--- src/sv/aecb_pkg.sv ---
// ----------------------------------------------------------------------------
// aecb_pkg
// Shared types, constants and the neighbor mask function of the alpha edge
// color bleed block.
// ----------------------------------------------------------------------------
package aecb_pkg;

   localparam int WIDTH_BITS  = 11;
   localparam int HEIGHT_BITS = 13;
   localparam int PIXEL_BITS  = 32;
   localparam int COLOR_BITS  = 24;
   localparam int LINE_BITS   = 2 * PIXEL_BITS;

   localparam logic [7:0] ALPHA_FULL = 8'hff;
   localparam logic [7:0] ALPHA_ZERO = 8'h00;

   localparam logic [WIDTH_BITS-1:0]  WIDTH_RESET  = 11'd64;
   localparam logic [HEIGHT_BITS-1:0] HEIGHT_RESET = 13'd64;

   // command codes of an input beat
   localparam logic CMD_PIXEL = 1'b0;

   // register indexes on the csr port
   localparam logic REG_WIDTH  = 1'b0;
   localparam logic REG_HEIGHT = 1'b1;

   // neighbor priority, position 0 is tried first
   localparam int NUM_DIRS = 8;
   localparam int DIR_U    = 0;
   localparam int DIR_L    = 1;
   localparam int DIR_R    = 2;
   localparam int DIR_UL   = 3;
   localparam int DIR_UR   = 4;
   localparam int DIR_DL   = 5;
   localparam int DIR_DR   = 6;
   localparam int DIR_D    = 7;

   localparam int FIFO_DEPTH     = 4;
   localparam int FIFO_PTR_BITS  = 2;
   localparam int FIFO_CNT_BITS  = 3;
   localparam int OCC_BITS       = 4;

   typedef enum logic [1:0] {
      POS_FIRST,
      POS_MID,
      POS_LAST
   } pos_type;

   typedef struct packed {
      logic    adv;     // shifts the window and touches the line memory
      logic    emit;    // produces a result beat
      logic    thin;    // pass-through beat of a one-row or one-column image
      logic    last;    // final result of the image
      logic    first;   // center is the first pixel of the image
      pos_type row_pos;
      pos_type col_pos;
   } item_type;

   typedef struct packed {
      logic [PIXEL_BITS-1:0] pixel;
      logic                  last;
      logic                  masked;
   } result_type;

   // which neighbors a pixel may borrow from, by its place in the image
   function automatic logic [NUM_DIRS-1:0] nb_mask(input pos_type row_pos,
                                                   input pos_type col_pos);
      logic [NUM_DIRS-1:0] m;
      logic                inner;
      m             = '0;
      inner         = (row_pos == POS_MID) && (col_pos == POS_MID);
      m[DIR_U]      = (row_pos != POS_FIRST);
      m[DIR_D]      = (row_pos != POS_LAST);
      m[DIR_L]      = (col_pos != POS_FIRST);
      m[DIR_R]      = (col_pos != POS_LAST);
      m[DIR_UL]     = inner;
      m[DIR_UR]     = inner;
      m[DIR_DL]     = inner;
      m[DIR_DR]     = inner;
      return m;
   endfunction

endpackage

--- src/sv/aecb_out_fifo.sv ---
// ----------------------------------------------------------------------------
// aecb_out_fifo
// Small result queue between the window pipeline and the result channel.
// ----------------------------------------------------------------------------
module aecb_out_fifo (
   input  logic                                 clock,
   input  logic                                 reset,
   input  logic                                 push,
   input  aecb_pkg::result_type                 push_data,
   input  logic                                 out_stall,
   output logic                                 out_valid,
   output aecb_pkg::result_type                 head,
   output logic [aecb_pkg::FIFO_CNT_BITS-1:0]   count_in
);

   aecb_pkg::result_type                   mem_ff [aecb_pkg::FIFO_DEPTH];
   logic [aecb_pkg::FIFO_PTR_BITS-1:0]     wr_ptr_ff;
   logic [aecb_pkg::FIFO_PTR_BITS-1:0]     rd_ptr_ff;
   logic [aecb_pkg::FIFO_CNT_BITS-1:0]     count_ff;
   logic                                   pop;

   assign out_valid = count_ff != '0;
   assign head      = mem_ff[rd_ptr_ff];
   assign pop       = out_valid && !out_stall;

   always_comb begin
      count_in = count_ff;
      if (push && !pop) begin
         count_in = count_ff + aecb_pkg::FIFO_CNT_BITS'(1);
      end else if (pop && !push) begin
         count_in = count_ff - aecb_pkg::FIFO_CNT_BITS'(1);
      end
   end

   always_ff @(posedge clock) begin
      if (push) begin
         mem_ff[wr_ptr_ff] <= push_data;
      end
   end

   always_ff @(posedge clock) begin
      if (reset) begin
         wr_ptr_ff <= '0;
         rd_ptr_ff <= '0;
         count_ff  <= '0;
      end else begin
         count_ff <= count_in;
         if (push) begin
            wr_ptr_ff <= wr_ptr_ff + aecb_pkg::FIFO_PTR_BITS'(1);
         end
         if (pop) begin
            rd_ptr_ff <= rd_ptr_ff + aecb_pkg::FIFO_PTR_BITS'(1);
         end
      end
   end

endmodule

--- config.mk ---
export PLATFORM = sky130hd
export DESIGN_NAME = aecb_out_fifo
export DESIGN_NICKNAME = d
export VERILOG_FILES = /design/src/sv/aecb_pkg.sv /design/src/sv/aecb_out_fifo.sv
export SDC_FILE = /design/constraint.sdc
export NUM_CORES = 1
export LEC_CHECK = 0
export ABC_AREA = 1
export BUFFER_PORTS_ARGS = -buffer_cell sky130_fd_sc_hd__buf_4
export CAP_MARGIN = 25
export CORE_MARGIN = 2
export CORE_UTILIZATION = 30
export CTS_CLUSTER_DIAMETER = 60
export CTS_CLUSTER_SIZE = 16
export DETAILED_ROUTE_END_ITERATION = 10
export GPL_TIMING_DRIVEN = 0
export MAX_ROUTING_LAYER = met4
export PLACE_DENSITY = 0.43
export SETUP_SLACK_MARGIN = 0.4
export SLEW_MARGIN = 10
export SYNTH_ARGS = -nofsm -noshare
export SYNTH_HDL_FRONTEND = slang
export SYNTH_SLANG_ARGS = --single-unit
--- constraint.sdc ---
create_clock -name clock -period 3.7 [get_ports clock]
set_clock_uncertainty 0.1 [all_clocks]
set_input_delay 0.555 -clock clock [delete_from_list [all_inputs] [get_ports clock]]
set_output_delay 0.555 -clock clock [all_outputs]
set_load 0.02 [all_outputs]
==> impl_metrics.env <==
export IMPL_dr_pass1_iters=4
export IMPL_dp_cells=715
export IMPL_worstHoldPathCells=1
export IMPL_final_max_slew_viol_count=0
export IMPL_crit_fanout=10
export IMPL_clock_latency_ns=0.41
export IMPL_grt_busiest_layer="met2"
export IMPL_start_util=0.303
export IMPL_cpPeakStageDelay_ns=0.43
export IMPL_hold_path_startpoint="push_data[18]"
export IMPL_seq_area_frac_synth=0.757
export IMPL_grt_ovfl_total=0
export IMPL_cts_tree="built"
export IMPL_numPortBuffers=73
export IMPL_routed_via_density=4.62
export IMPL_syn_avg_cell_area_sq_um=13.9
export IMPL_final_common_cell="edfxtp_1"
export IMPL_grtUsageMet2=0.223
export IMPL_synthDistinctLibCells=30
export IMPL_die_y_microns=141
export IMPL_p_per_area_mw_per_mm2=631
export IMPL_clkSinkCount=145
export IMPL_hold_class="in -> reg"
export IMPL_finalCriticalPeriod_ns=2.68
export IMPL_met3_usage=0.0421
export IMPL_holdBufCountCts=0
export IMPL_ys_ff_latch=145
export IMPL_dieArea_sq_mm=0.0199
export IMPL_area_growth_pct=25.5
export IMPL_cts_buffers=17
export IMPL_relSlewSlack=0.644
export IMPL_setup_viol=0
export IMPL_dpl_instance_area_sq_mm=0.00656
export IMPL_grt_usage=0.139
export IMPL_drive_above_1_share=0.280
export IMPL_met1_usage=0.168
export IMPL_grt_pass1_vias=3405
export IMPL_peakVddDrop_v=0.000433
export IMPL_r2r_cells=5
export IMPL_fillers=1788
export IMPL_io_pins=76
export IMPL_gp_routability_congestion=0.723
export IMPL_num_rows=50
export IMPL_cp_start_kind="register"
export IMPL_fp_dieW_microns=141
export IMPL_dpl_worst_slack_ns=1.46
export IMPL_outcome="complete, no violations"
export IMPL_p_leak_uw=0.00258
export IMPL_stdcell_count=744
export IMPL_num_vias=3437
export IMPL_n_antenna_cell=0
export IMPL_coreArea_sq_mm=0.0186
export IMPL_drtIter0Drc=178
export IMPL_r2r_end="mem_ff[2][30]$_DFFE_PP_"
export IMPL_path_cells="inv_2 > clkbuf_1 > o21ai_0 > o22ai_1 > buf_4"
export IMPL_wl_per_cell_microns=17.3
export IMPL_rrSetupSlack_ns=2.04
export IMPL_grt_pass1_wl_microns=19400
export IMPL_max_clock_path_buffers=2
export IMPL_maxCapViolations=0
export IMPL_end_kind="output port"
export IMPL_fin_nets=545
export IMPL_synthCells=404
export IMPL_tns_ns=0
export IMPL_route_detailed_drc=0
export IMPL_cts_resized=0
export IMPL_fin_area_sq_mm=0.00707
export IMPL_clk_pin_slew_ns=0.06
export IMPL_regToRegStartpoint="wr_ptr_ff[0]$_SDFFE_PP0P_"
export IMPL_grt_max_degree=30
export IMPL_critPathArrivalTime_ns=2.03
export IMPL_fmax_mhz=373
export IMPL_path_class="reg -> out"
export IMPL_rsz0062_at_grt="false"
export IMPL_timing_final_crit_share=0.725
export IMPL_setup_slack_ns=1.02
export IMPL_ant_nets=0
export IMPL_postCtsSetupBuffers=0
export IMPL_antenna_found_initial=0
export IMPL_path_buf_inv=3
export IMPL_finalHoldViolations=0
export IMPL_cpMaxStageDelayCell="clkbuf_1"
export IMPL_synth_net_count=449
export IMPL_holdPathEnd="mem_ff[3][18]$_DFFE_PP_"
export IMPL_worstPathRequired_ns=3.04
export IMPL_clock_root_buffer="clkbuf_16"
export IMPL_layout_common_cells="136 x edfxtp_1, 76 x buf_4, 71 x nor2_1, 69 x o21ai_0, 34 x o22ai_1"
export IMPL_netlist_area_sq_mm=0.00563
export IMPL_max_slew_worst_pin_slew_ns=0.535
export IMPL_drt_wl_total_microns=12900
export IMPL_dp_hpwl_microns=7980
export IMPL_ys_warn_count=0
export IMPL_cp_top_family="buffers and inverters"
export IMPL_htreeDepth=4
sequential cells by signal, summed over array words and instances, names as in the netlist, named ones only:
signal	cells
wr_ptr_ff	2
rd_ptr_ff	2
count_ff	3
mem_ff	136
kinds of logic (layout without fill, tap and decap cells):
group | after synthesis | count (layout) | synth area share
compound gates | 109 | 109 | 0.108
fa+ha+maj | 7 | 7 | 0.0155
simple gates | 102 | 102 | 0.0822
flops | 145 | 145 | 0.757
xor+xnor | 1 | 1 | 0.00156
buf+inv | 40 | 146 | 0.0362
worst max-delay path by stage:
stage	slack, ns	depth (start not counted)	from	end
2_1_floorplan	1.75	3	push	mem_ff[0][0]$_DFFE_PP_
3_3_place_gp	1.04	3	push	mem_ff[0][6]$_DFFE_PP_
3_5_place_dp	1.46	5	register	head[4]
4_1_cts	1.01	5	register	head[4]
5_1_grt	0.86	5	register	head[4]
6_report	1.02	5	register	head[4]
per-layer routing:
layer / wire (microns) / vias up
met5: 0 / -
met4: 121 / 0
met3: 709 / 13
met2: 6230 / 98
met1: 5820 / 1651
li1: - / 1675
report_power, final:
group / switching, uW / leakage [uW] / internal [uW]
Clock: 590 / 0.000250 / 899
Combinational: 670 / 0.00101 / 396
Sequential: 26.6 / 0.00132 / 1880
synthesized netlist by cell type, drive strengths merged:
cell,instances,area share
edfxtp,136,0.73
dfxtp,9,0.032
nor3b,3,0.0049
buf,17,0.020
nor2,73,0.052
ha,7,0.016
nand3,4,0.0053
a21oi,4,0.0056
nand2,22,0.020
a211oi,1,0.0013
o21ai,70,0.063
inv,16,0.011
clkinv,1,0.00089
clkbuf,6,0.0047
xor2,1,0.0016
o22ai,34,0.038
layout make-up:
type | count | area, sq um | share of cell area
Clock buffer | 20 | 437 | 0.0618
Inverter | 17 | 67.6 | 0.00956
Clock inverter | 9 | 70.1 | 0.00991
Sequential cell | 145 | 4260 | 0.603
Tap cell | 234 | 293 | 0.0414
Multi-Input combinational cell | 219 | 1160 | 0.165
Buffer | 23 | 136 | 0.0193
Timing Repair Buffer | 77 | 636 | 0.0899
through the flow:
| stage | utilization | total power [uW] | hold slack (ns) |
|---|---|---|---|
| final | 0.380 | 4460 | 0.244 |
| after global routing | 0.380 | 4680 | 0.219 |
| after CTS | 0.380 | 4520 | 0.225 |
| after detailed placement | 0.353 | 3030 | 0.406 |
| after global placement | 0.348 | 3010 | 0.397 |
| after floorplan | - | 2570 | 0.374 |
(Power assumes the default switching activity.)
