**src/sv/aecb_pkg.sv**
```systemverilog
// ----------------------------------------------------------------------------
// aecb_pkg
// Shared types, constants and the neighbor mask function of the alpha edge
// color bleed block.
// ----------------------------------------------------------------------------
package aecb_pkg;

   localparam int WIDTH_BITS  = 11;
   localparam int HEIGHT_BITS = 13;
   localparam int PIXEL_BITS  = 32;
   localparam int COLOR_BITS  = 24;
   localparam int LINE_BITS   = 2 * PIXEL_BITS;

   localparam logic [7:0] ALPHA_FULL = 8'hff;
   localparam logic [7:0] ALPHA_ZERO = 8'h00;

   localparam logic [WIDTH_BITS-1:0]  WIDTH_RESET  = 11'd64;
   localparam logic [HEIGHT_BITS-1:0] HEIGHT_RESET = 13'd64;

   // command codes of an input beat
   localparam logic CMD_PIXEL = 1'b0;

   // register indexes on the csr port
   localparam logic REG_WIDTH  = 1'b0;
   localparam logic REG_HEIGHT = 1'b1;

   // neighbor priority, position 0 is tried first
   localparam int NUM_DIRS = 8;
   localparam int DIR_U    = 0;
   localparam int DIR_L    = 1;
   localparam int DIR_R    = 2;
   localparam int DIR_UL   = 3;
   localparam int DIR_UR   = 4;
   localparam int DIR_DL   = 5;
   localparam int DIR_DR   = 6;
   localparam int DIR_D    = 7;

   localparam int FIFO_DEPTH     = 4;
   localparam int FIFO_PTR_BITS  = 2;
   localparam int FIFO_CNT_BITS  = 3;
   localparam int OCC_BITS       = 4;

   typedef enum logic [1:0] {
      POS_FIRST,
      POS_MID,
      POS_LAST
   } pos_type;

   typedef struct packed {
      logic    adv;     // shifts the window and touches the line memory
      logic    emit;    // produces a result beat
      logic    thin;    // pass-through beat of a one-row or one-column image
      logic    last;    // final result of the image
      logic    first;   // center is the first pixel of the image
      pos_type row_pos;
      pos_type col_pos;
   } item_type;

   typedef struct packed {
      logic [PIXEL_BITS-1:0] pixel;
      logic                  last;
      logic                  masked;
   } result_type;

   // which neighbors a pixel may borrow from, by its place in the image
   function automatic logic [NUM_DIRS-1:0] nb_mask(input pos_type row_pos,
                                                   input pos_type col_pos);
      logic [NUM_DIRS-1:0] m;
      logic                inner;
      m             = '0;
      inner         = (row_pos == POS_MID) && (col_pos == POS_MID);
      m[DIR_U]      = (row_pos != POS_FIRST);
      m[DIR_D]      = (row_pos != POS_LAST);
      m[DIR_L]      = (col_pos != POS_FIRST);
      m[DIR_R]      = (col_pos != POS_LAST);
      m[DIR_UL]     = inner;
      m[DIR_UR]     = inner;
      m[DIR_DL]     = inner;
      m[DIR_DR]     = inner;
      return m;
   endfunction

endpackage

```
**src/sv/aecb_window.sv**
```systemverilog
// ----------------------------------------------------------------------------
// aecb_window
// 3x3 pixel window fed from the line memory, neighbor selection for
// transparent pixels and the image transparency flags.
// ----------------------------------------------------------------------------
module aecb_window (
   input  logic                                  clock,
   input  logic                                  reset,
   input  logic                                  flag_clear,
   input  logic                                  s1_valid,
   input  aecb_pkg::item_type                    s1_item,
   input  logic [aecb_pkg::PIXEL_BITS-1:0]       s1_pixel,
   input  logic [aecb_pkg::LINE_BITS-1:0]        line_data,
   output logic                                  s2_busy,
   output logic                                  res_valid,
   output aecb_pkg::result_type                  res
);

   logic [aecb_pkg::PIXEL_BITS-1:0] win_ff [3][3];
   logic                            s2_valid_ff;
   aecb_pkg::item_type              s2_item_ff;
   logic [aecb_pkg::PIXEL_BITS-1:0] s2_pix_ff;
   logic                            saw_trans_ff;
   logic                            saw_semi_ff;

   logic [aecb_pkg::PIXEL_BITS-1:0] nb [aecb_pkg::NUM_DIRS];
   logic [aecb_pkg::NUM_DIRS-1:0]   mask;
   logic [aecb_pkg::PIXEL_BITS-1:0] center;
   logic [aecb_pkg::PIXEL_BITS-1:0] fill;
   logic                            found;
   logic                            is_clear;
   logic                            is_semi;
   logic                            trans_in;
   logic                            semi_in;
   logic                            normal_emit;

   always_ff @(posedge clock) begin
      if (s1_valid && s1_item.adv) begin
         for (int r = 0; r < 3; r++) begin
            win_ff[r][0] <= win_ff[r][1];
            win_ff[r][1] <= win_ff[r][2];
         end
         // right column: two rows up, one row up, incoming pixel
         win_ff[0][2] <= line_data[aecb_pkg::PIXEL_BITS-1:0];
         win_ff[1][2] <= line_data[aecb_pkg::LINE_BITS-1:aecb_pkg::PIXEL_BITS];
         win_ff[2][2] <= s1_pixel;
      end
      s2_item_ff <= s1_item;
      s2_pix_ff  <= s1_pixel;
   end

   always_ff @(posedge clock) begin
      if (reset) begin
         s2_valid_ff  <= 1'b0;
         saw_trans_ff <= 1'b0;
         saw_semi_ff  <= 1'b0;
      end else begin
         s2_valid_ff <= s1_valid;
         if (flag_clear) begin
            saw_trans_ff <= 1'b0;
            saw_semi_ff  <= 1'b0;
         end else if (normal_emit) begin
            if (s2_item_ff.last) begin
               saw_trans_ff <= 1'b0;
               saw_semi_ff  <= 1'b0;
            end else begin
               saw_trans_ff <= trans_in;
               saw_semi_ff  <= semi_in;
            end
         end
      end
   end

   always_comb begin
      nb[aecb_pkg::DIR_U]  = win_ff[0][1];
      nb[aecb_pkg::DIR_L]  = win_ff[1][0];
      nb[aecb_pkg::DIR_R]  = win_ff[1][2];
      nb[aecb_pkg::DIR_UL] = win_ff[0][0];
      nb[aecb_pkg::DIR_UR] = win_ff[0][2];
      nb[aecb_pkg::DIR_DL] = win_ff[2][0];
      nb[aecb_pkg::DIR_DR] = win_ff[2][2];
      nb[aecb_pkg::DIR_D]  = win_ff[2][1];
      mask   = aecb_pkg::nb_mask(s2_item_ff.row_pos, s2_item_ff.col_pos);
      center = win_ff[1][1];
      found  = 1'b0;
      fill   = center;
      // first fully opaque neighbor in priority order wins
      for (int k = 0; k < aecb_pkg::NUM_DIRS; k++) begin
         if (!found && mask[k] &&
             (nb[k][aecb_pkg::PIXEL_BITS-1:aecb_pkg::COLOR_BITS] ==
              aecb_pkg::ALPHA_FULL)) begin
            found = 1'b1;
            fill  = {aecb_pkg::ALPHA_ZERO, nb[k][aecb_pkg::COLOR_BITS-1:0]};
         end
      end
      is_clear = center[aecb_pkg::PIXEL_BITS-1:aecb_pkg::COLOR_BITS] ==
                 aecb_pkg::ALPHA_ZERO;
      is_semi  = !is_clear &&
                 (center[aecb_pkg::PIXEL_BITS-1:aecb_pkg::COLOR_BITS] != aecb_pkg::ALPHA_FULL);
      trans_in = saw_trans_ff || (is_clear && (found || s2_item_ff.first));
      semi_in  = saw_semi_ff || is_semi;

      res_valid   = s2_valid_ff && s2_item_ff.emit;
      normal_emit = res_valid && !s2_item_ff.thin;
      res.last    = s2_item_ff.last;
      if (s2_item_ff.thin) begin
         res.pixel  = s2_pix_ff;
         res.masked = 1'b0;
      end else begin
         // only a fully transparent center borrows a color
         res.pixel  = is_clear ? fill : center;
         res.masked = s2_item_ff.last && (trans_in || semi_in);
      end
   end

   assign s2_busy = s2_valid_ff;

endmodule

```
**config.mk**
```make
export PLATFORM = sky130hd
export DESIGN_NAME = aecb_window
export DESIGN_NICKNAME = d
export VERILOG_FILES = /design/src/sv/aecb_pkg.sv /design/src/sv/aecb_window.sv
export SDC_FILE = /design/constraint.sdc
export NUM_CORES = 1
export LEC_CHECK = 0
export BUFFER_PORTS_ARGS = -buffer_cell sky130_fd_sc_hd__buf_2
export CAP_MARGIN = 20
export CORE_AREA = 5 5 196 122
export CTS_CLUSTER_DIAMETER = 100
export DETAILED_ROUTE_END_ITERATION = 7
export DIE_AREA = 0 0 201 127
export MAX_ROUTING_LAYER = met4
export PLACE_DENSITY = 0.78
export SLEW_MARGIN = 20
export SYNTH_ARGS = -nofsm -noshare
export SYNTH_HDL_FRONTEND = slang
export SYNTH_SLANG_ARGS = --single-unit
```
**constraint.sdc**
```tcl
create_clock -name clock -period 11.2 [get_ports clock]
set_clock_uncertainty 0.2 [all_clocks]
set_input_delay 2.24 -clock clock [delete_from_list [all_inputs] [get_ports clock]]
set_output_delay 2.24 -clock clock [all_outputs]
set_load 0.01 [all_outputs]
```
==> results of run 1 <==
-- cells in the mapped netlist (all sizes together) (2+ instances only) --
cell type  number  share of area [%]
nor2          103                3.1
or3             5               0.25
nor3           11               0.52
clkbuf         27               0.83
a211oi         47                2.8
o22ai          23                1.2
a211o           3               0.21
inv             2              0.060
dfxtp          43                6.9
edfxtp        288                 70
nor4            4               0.42
nand4          18               0.91
nor2b           3               0.15
nand2           4               0.12
buf            15               0.92
a221oi         23                2.6
mux2i          23                1.9
a21oi          28                1.1
mux2            9               0.82
o32ai          23                1.6
or4             3               0.21
a31o           24                1.7
and2           25                1.3
-- worst reg2reg max path: stages, from the launching register on --
cell and delay (ps):
dfxtp_1 380, nor2b_1 270, nor3_2 80, buf_4 300, or4_4 640, o311ai_0 390, a21oi_1 120
-- sequential cells by signal, summed over array words and instances, names as in the netlist --
signal / cells
res: 1
s2_busy: 1
s2_item_ff: 7
s2_pix_ff: 32
saw_semi_ff: 1
saw_trans_ff: 1
win_ff: 288
-- metal layers --
metal / global-route usage, % / routed length, um / vias up
met1: 33.8 / 12600 / 3708
met3: 4.46 / 2660 / 54
met2: 30.7 / 11800 / 425
met4: 4.41 / 563 / 0
met5: - / 0 / -
li1: - / - / 3388
-- power breakdown --
part	switching [uW]	internal, uW
clock network	434	596
logic	61.5	38.9
registers	29.6	1400
-- stage by stage --
step                setup slack, ps  utilization [%]
finish                         4820             66.5
global route                   4690             66.5
floorplan                      1580                -
global placement               5680             61.7
detailed placement             5490             61.7
CTS                            4870             66.3
-- layout make-up --
cell class / instances / share of cell area [%]
multi-input combinational: 392 / 19.0
sequential: 331 / 65.6
timing repair buffer: 160 / 5.99
clock buffer: 41 / 6.04
tap: 286 / 2.47
inverter: 2 / 0.0518
clock inverter: 15 / 0.923
-- cell usage in the layout, fill, tap and decap left out, drive strengths merged, types with 2 or more instances in the layout --
cell type / synthesis / final
mux2: 9 / 9
nor2b: 3 / 3
mux2i: 23 / 23
a211oi: 47 / 47
bufinv: 0 / 2
nand4: 18 / 18
or3: 5 / 5
a31o: 24 / 24
clkbuf: 27 / 41
nand2: 4 / 4
buf: 15 / 160
and2: 25 / 25
o22ai: 23 / 23
or4: 3 / 3
clkinv: 0 / 10
edfxtp: 288 / 288
nor3: 11 / 11
a21oi: 28 / 28
inv: 2 / 5
a211o: 3 / 3
a221oi: 23 / 23
nor4: 4 / 4
nor2: 103 / 103
o32ai: 23 / 23
dfxtp: 43 / 43
-- cells by family (layout without fill, tap and decap cells) --
| family | count (synthesis) | count (layout) | share of synthesized area, % |
|---|---|---|---|
| AND/OR/NAND/NOR | 180 | 180 | 7.21 |
| buffers and inverters | 44 | 218 | 1.80 |
| AO/OA/AOI/OAI | 180 | 180 | 11.8 |
| multiplexers | 32 | 32 | 2.67 |
| flip-flops | 331 | 331 | 76.5 |
-- final timing paths --
path	from	endpoint	slack, ps	depth (start not counted)
max	s2_item_ff[3]$_DFF_P_	res[6]	4820	9
min	win_ff[0][28]$_DFFE_PP_	win_ff[0][60]$_DFFE_PP_	250	0
max reg2reg	s2_item_ff[1]$_DFF_P_	saw_trans_ff$_SDFFE_PP0P_	8710	6
min reg2reg	win_ff[0][28]$_DFFE_PP_	win_ff[0][60]$_DFFE_PP_	250	0
==> out/results.ini, run 1 <==
[status]
status = finished, final reports clean

[sta]
final-max-slew-violation-count = 0
fmax_ghz = 0.157
worst_slew_pin_slew_ps = 1050
fin_setup_tns_ps = 0
slew_headroom_pct = 29.9
whs_ps = 246
setup_viol = 0
hold_violations = 0
rsz0062_at_grt = no
period_share_pct = 57.0
fin_crit_ps = 6380

[hold_path]
hp-class = reg2reg

[finish]
syn_to_final_growth_pct = 16.7
final_cells = 1227
nFillCells = 1463
drive_gt1_share_pct = 29.0
antenna_cells = 0
multi_input_area_um2 = 2750
fin_nets = 1026
register_area_um2 = 9510
design_area_um2 = 14500

[yosys]
ys_seq_area_share_pct = 76.5
synth_edf_count = 288
ys_types = 47
ys_seq_elements = 331
synth_fp_nets = 876
avgSynthCellArea_um2 = 16.2
async_flop_share_pct = 0
synth_cells = 767
yosysWarnings = 0
synth_flop_cell = edfxtp_1
syn_area_um2 = 12400

[critical_path]
critPathSlowestCell = nor3_1
crit_required_ps = 8760
path_buf_inv = 3
crit_fanout = 27
crit_chain = nand4bb_1, nor3_1, nor4_4, buf_4, o21ai_2, buf_4, a21oi_1, o32ai_1, buf_2
end_kind = primary output
crit_arrival_ps = 3940
cp_common_cell = buf_4
crit_path_start_kind = flop
slowest_delay_ps = 680
path_class = reg2out
critPathTopFamily = simple AND/OR/NAND/NOR gates

[cts]
cts-root-buf = clkbuf_16
numCtsBuffers = 30
hold_buffers = 0
clk_latency_ps = 550
cts_resized = 0
cts_tree = built
clockBufferDepth = 3
clkTransAtPathRegs_ps = 70
htree_num_levels = 1
postCtsSetupRepairBufs = 0
cts_sinks = 331

[floorplanning]
die_w_um = 201
start_util_pct = 57.0
ios = 145
die-area_um2 = 25500
die_h_um = 127
core_um2 = 21800
num_rows = 42

[placed_design]
dpl_cell_area_um2 = 13500
place_hpwl_mm = 17.5
place_inst = 1169
gp_congestion = 0.838
port_buffers = 144

[routing]
post_drt_wl_per_cell_um = 22.6
drt-pass1-iter-count = 5
drc = 0
via_per_inst = 6.17
drt-total-wl_mm = 27.7
drt_iter0_drc = 1017
vias = 7575
ant_nets = 0

[global_route]
antenna_found_initial = 0
grt_max_degree = 90
grt_usage_pct = 21.9
globalRouteOverflowTotal = 0
grt_pass1_wl_mm = 42.6
grt_pass1_vias = 7377

[pwr]
p_leak_uw = 0.00511
p_per_area_nw_per_um2 = 177
max-vdd-ir-drop_mv = 0.129
finalPower_uw = 2560

[run]
drv_cap = 0

Note: power is estimated with default switching activity, not from simulation.
==> inputs of run 2 (changes only) <==
--- a/config.mk
+++ b/config.mk
@@ -7,12 +7,12 @@
 export LEC_CHECK = 0
 export BUFFER_PORTS_ARGS = -buffer_cell sky130_fd_sc_hd__buf_2
 export CAP_MARGIN = 20
-export CORE_AREA = 5 5 196 122
+export CORE_AREA = 5 5 206 128
 export CTS_CLUSTER_DIAMETER = 100
 export DETAILED_ROUTE_END_ITERATION = 7
-export DIE_AREA = 0 0 201 127
+export DIE_AREA = 0 0 211 133
 export MAX_ROUTING_LAYER = met4
-export PLACE_DENSITY = 0.78
+export PLACE_DENSITY = 0.75
 export SLEW_MARGIN = 20
 export SYNTH_ARGS = -nofsm -noshare
 export SYNTH_HDL_FRONTEND = slang
==> constraint.sdc (replaced) <==
create_clock -name clock -period 5.8 [get_ports clock]
set_clock_uncertainty 0.2 [all_clocks]
set_input_delay 1.16 -clock clock [delete_from_list [all_inputs] [get_ports clock]]
set_output_delay 1.16 -clock clock [all_outputs]
set_load 0.01 [all_outputs]
==> run 2 against run 1 <==
  * Sequential share of layout area shrank 0.30 points
  * Global-route usage shrank 0.76 points
  * Via count shrank 1.6%
  * Worst hold slack is essentially flat
  * Largest power group unchanged
  * Non-clock buffer count is the same
  * Clock power grew 100%
  * Cell count grew 3.3%
==> out/results.ini, run 2 (synthesis gave the netlist of run 1 again) <==
[finish]
drive_gt1_share_pct = 29.2  ; +0.17 points
antenna_cells = 0  ; unchanged
fin_nets = 1025  ; -0.097%
syn_to_final_growth_pct = 17.2
layout_commonest_cell = edfxtp_1
largest_reg_flops = 288  ; unchanged
final_cell_mix = 288 x edfxtp_1, 144 x buf_2, 102 x nor2_1
regMostFlops = win_ff
largestRegisters = win_ff: 288 flops, s2_pix_ff: 32 flops, s2_item_ff: 7 flops
design_area_um2 = 14600  ; +0.46%

[routing]
drc = 0  ; unchanged
via_per_inst = 5.88  ; -4.7%
vias = 7457  ; -1.6%
drt-total-wl_mm = 29.2  ; +5.3%
drt-pass1-iter-count = 6  ; +1
ant_nets = 0  ; unchanged
drt_iter0_drc = 982  ; -3.4%
post_drt_wl_per_cell_um = 23.0  ; +1.9%

[pwr]
max-vdd-ir-drop_mv = 0.223  ; +72%
p_per_area_nw_per_um2 = 344  ; +95%
p_leak_uw = 0.00511  ; about the same

[sta]
fmax_ghz = 0.200
period_share_pct = 86.1
setup_viol = 0  ; unchanged
rsz0062_at_grt = no
fin_crit_ps = 4990
worst_slack_ps = 805  ; -4010 ps
fin_setup_tns_ps = 0  ; unchanged
final-max-slew-violation-count = 0  ; unchanged
slew_headroom_pct = 34.1  ; +4.2 points
hold_violations = 0  ; unchanged
worst_slew_pin_slew_ps = 989  ; -62.3 ps

[global_route]
grt_max_degree = 131  ; +46%
grt_usage_pct = 21.1  ; -0.76 points
antenna_found_initial = 0  ; unchanged
grt_pass1_vias = 7634  ; +3.5%
globalRouteOverflowTotal = 0  ; unchanged
grt_pass1_wl_mm = 44.7  ; +5.0%

[cts]
hold_buffers = 0  ; unchanged
clockBufferDepth = 3  ; unchanged
cts-root-buf = clkbuf_16
numCtsBuffers = 29  ; -3.3%
cts_sinks = 331  ; unchanged
clkTransAtPathRegs_ps = 70  ; about the same
clk_latency_ps = 560  ; about the same
htree_num_levels = 1  ; unchanged
postCtsSetupRepairBufs = 0  ; unchanged
cts_tree = built
cts_resized = 0  ; unchanged

[floorplanning]
start_util_pct = 50.7  ; -6.4 points
die-area_um2 = 28100  ; +9.9%
core_um2 = 24500  ; +13%
num_rows = 45  ; +7.1%
die_h_um = 133  ; +4.7%
die_w_um = 211  ; +5.0%
ios = 145  ; unchanged

[critical_path]
crit_arrival_ps = 3630  ; -310 ps
path_class = reg2out
crit_path_start_kind = flop
end_kind = primary output
crit_fanout = 15  ; -44%
crit_required_ps = 4440  ; -4320 ps

[placed_design]
port_buffers = 144  ; unchanged
dpl_cell_area_um2 = 13500  ; +0.70%
place_hpwl_mm = 18.3  ; +4.7%
preCtsSetupSlack_ps = 1420  ; -4070 ps
gp_congestion = 0.843  ; +0.63%

[hold_path]
hp-class = reg2reg

[run]
drv_cap = 0  ; unchanged

[status]
status = finished, final reports clean

==> run 2: cell types whose count changed in the layout (fill, tap and decap cells not counted), sizes merged <==
cell      before  now
clkinvlp       0    1
clkbuf        41   40
inv            5    4
clkinv        10    6
bufinv         2    5
==> run 2: per-layer routing <==
metal  track usage, %  up-vias  share of wire [%]
met3             5.40       62                9.7
met1             31.8     3623                 45
li1                 -     3383                  -
met5                -        -                  0
met4             5.11        0                2.6
met2             28.9      389                 42
==> run 2: final timing paths <==
| path | from | end | slack, ps | depth (start not counted) |
|---|---|---|---|---|
| min reg2reg | win_ff[0][250]$_DFFE_PP_ | win_ff[0][282]$_DFFE_PP_ | 250 | 0 |
| max | s2_item_ff[1]$_DFF_P_ | res[7] | 810 | 7 |
| min | win_ff[0][250]$_DFFE_PP_ | win_ff[0][282]$_DFFE_PP_ | 250 | 0 |
| max reg2reg | win_ff[0][125]$_DFFE_PP_ | saw_trans_ff$_SDFFE_PP0P_ | 3380 | 6 |
==> run 2: through the flow <==
step | power, uW | instances | hold slack [ps] | util [%]
final | 5020 | 1268 | 246 | 59.4
after detailed placement | 3010 | 1214 | 234 | 55.2
after CTS | 5050 | 1268 | 250 | 59.4
after global placement | 3000 | 1214 | 228 | 55.2
after global routing | 5180 | 1268 | 259 | 59.4
after floorplan | 2900 | 767 | 222 | -
==> run 2: report_power, final <==
group / leakage [uW] / internal (uW) / total, uW / switching [uW]
Sequential: 0.00306 / 2710 / 2760 / 53.1
Combinational: 0.00154 / 75.3 / 197 / 121
Clock: 0.000504 / 1210 / 2060 / 850
Total: 0.00511 / 3990 / 5020 / 1020
==> run 2: layout make-up <==
cell class	count	area, um^2
clock inverters	14	209
multi-input cells	392	2750
flip-flops and latches	331	9510
inverters	2	7.51
repair buffers	160	866
fillers	1881	9980
clock buffers	40	817
well taps	329	412
==> run 2: critical path, stage by stage (launching register included) <==
cell       delay [ps]
dfxtp_1           330
nand4bb_1         480
nor3_1            610
o21a_1            800
buf_4             290
a211oi_1           60
o32ai_1           300
buf_2             200
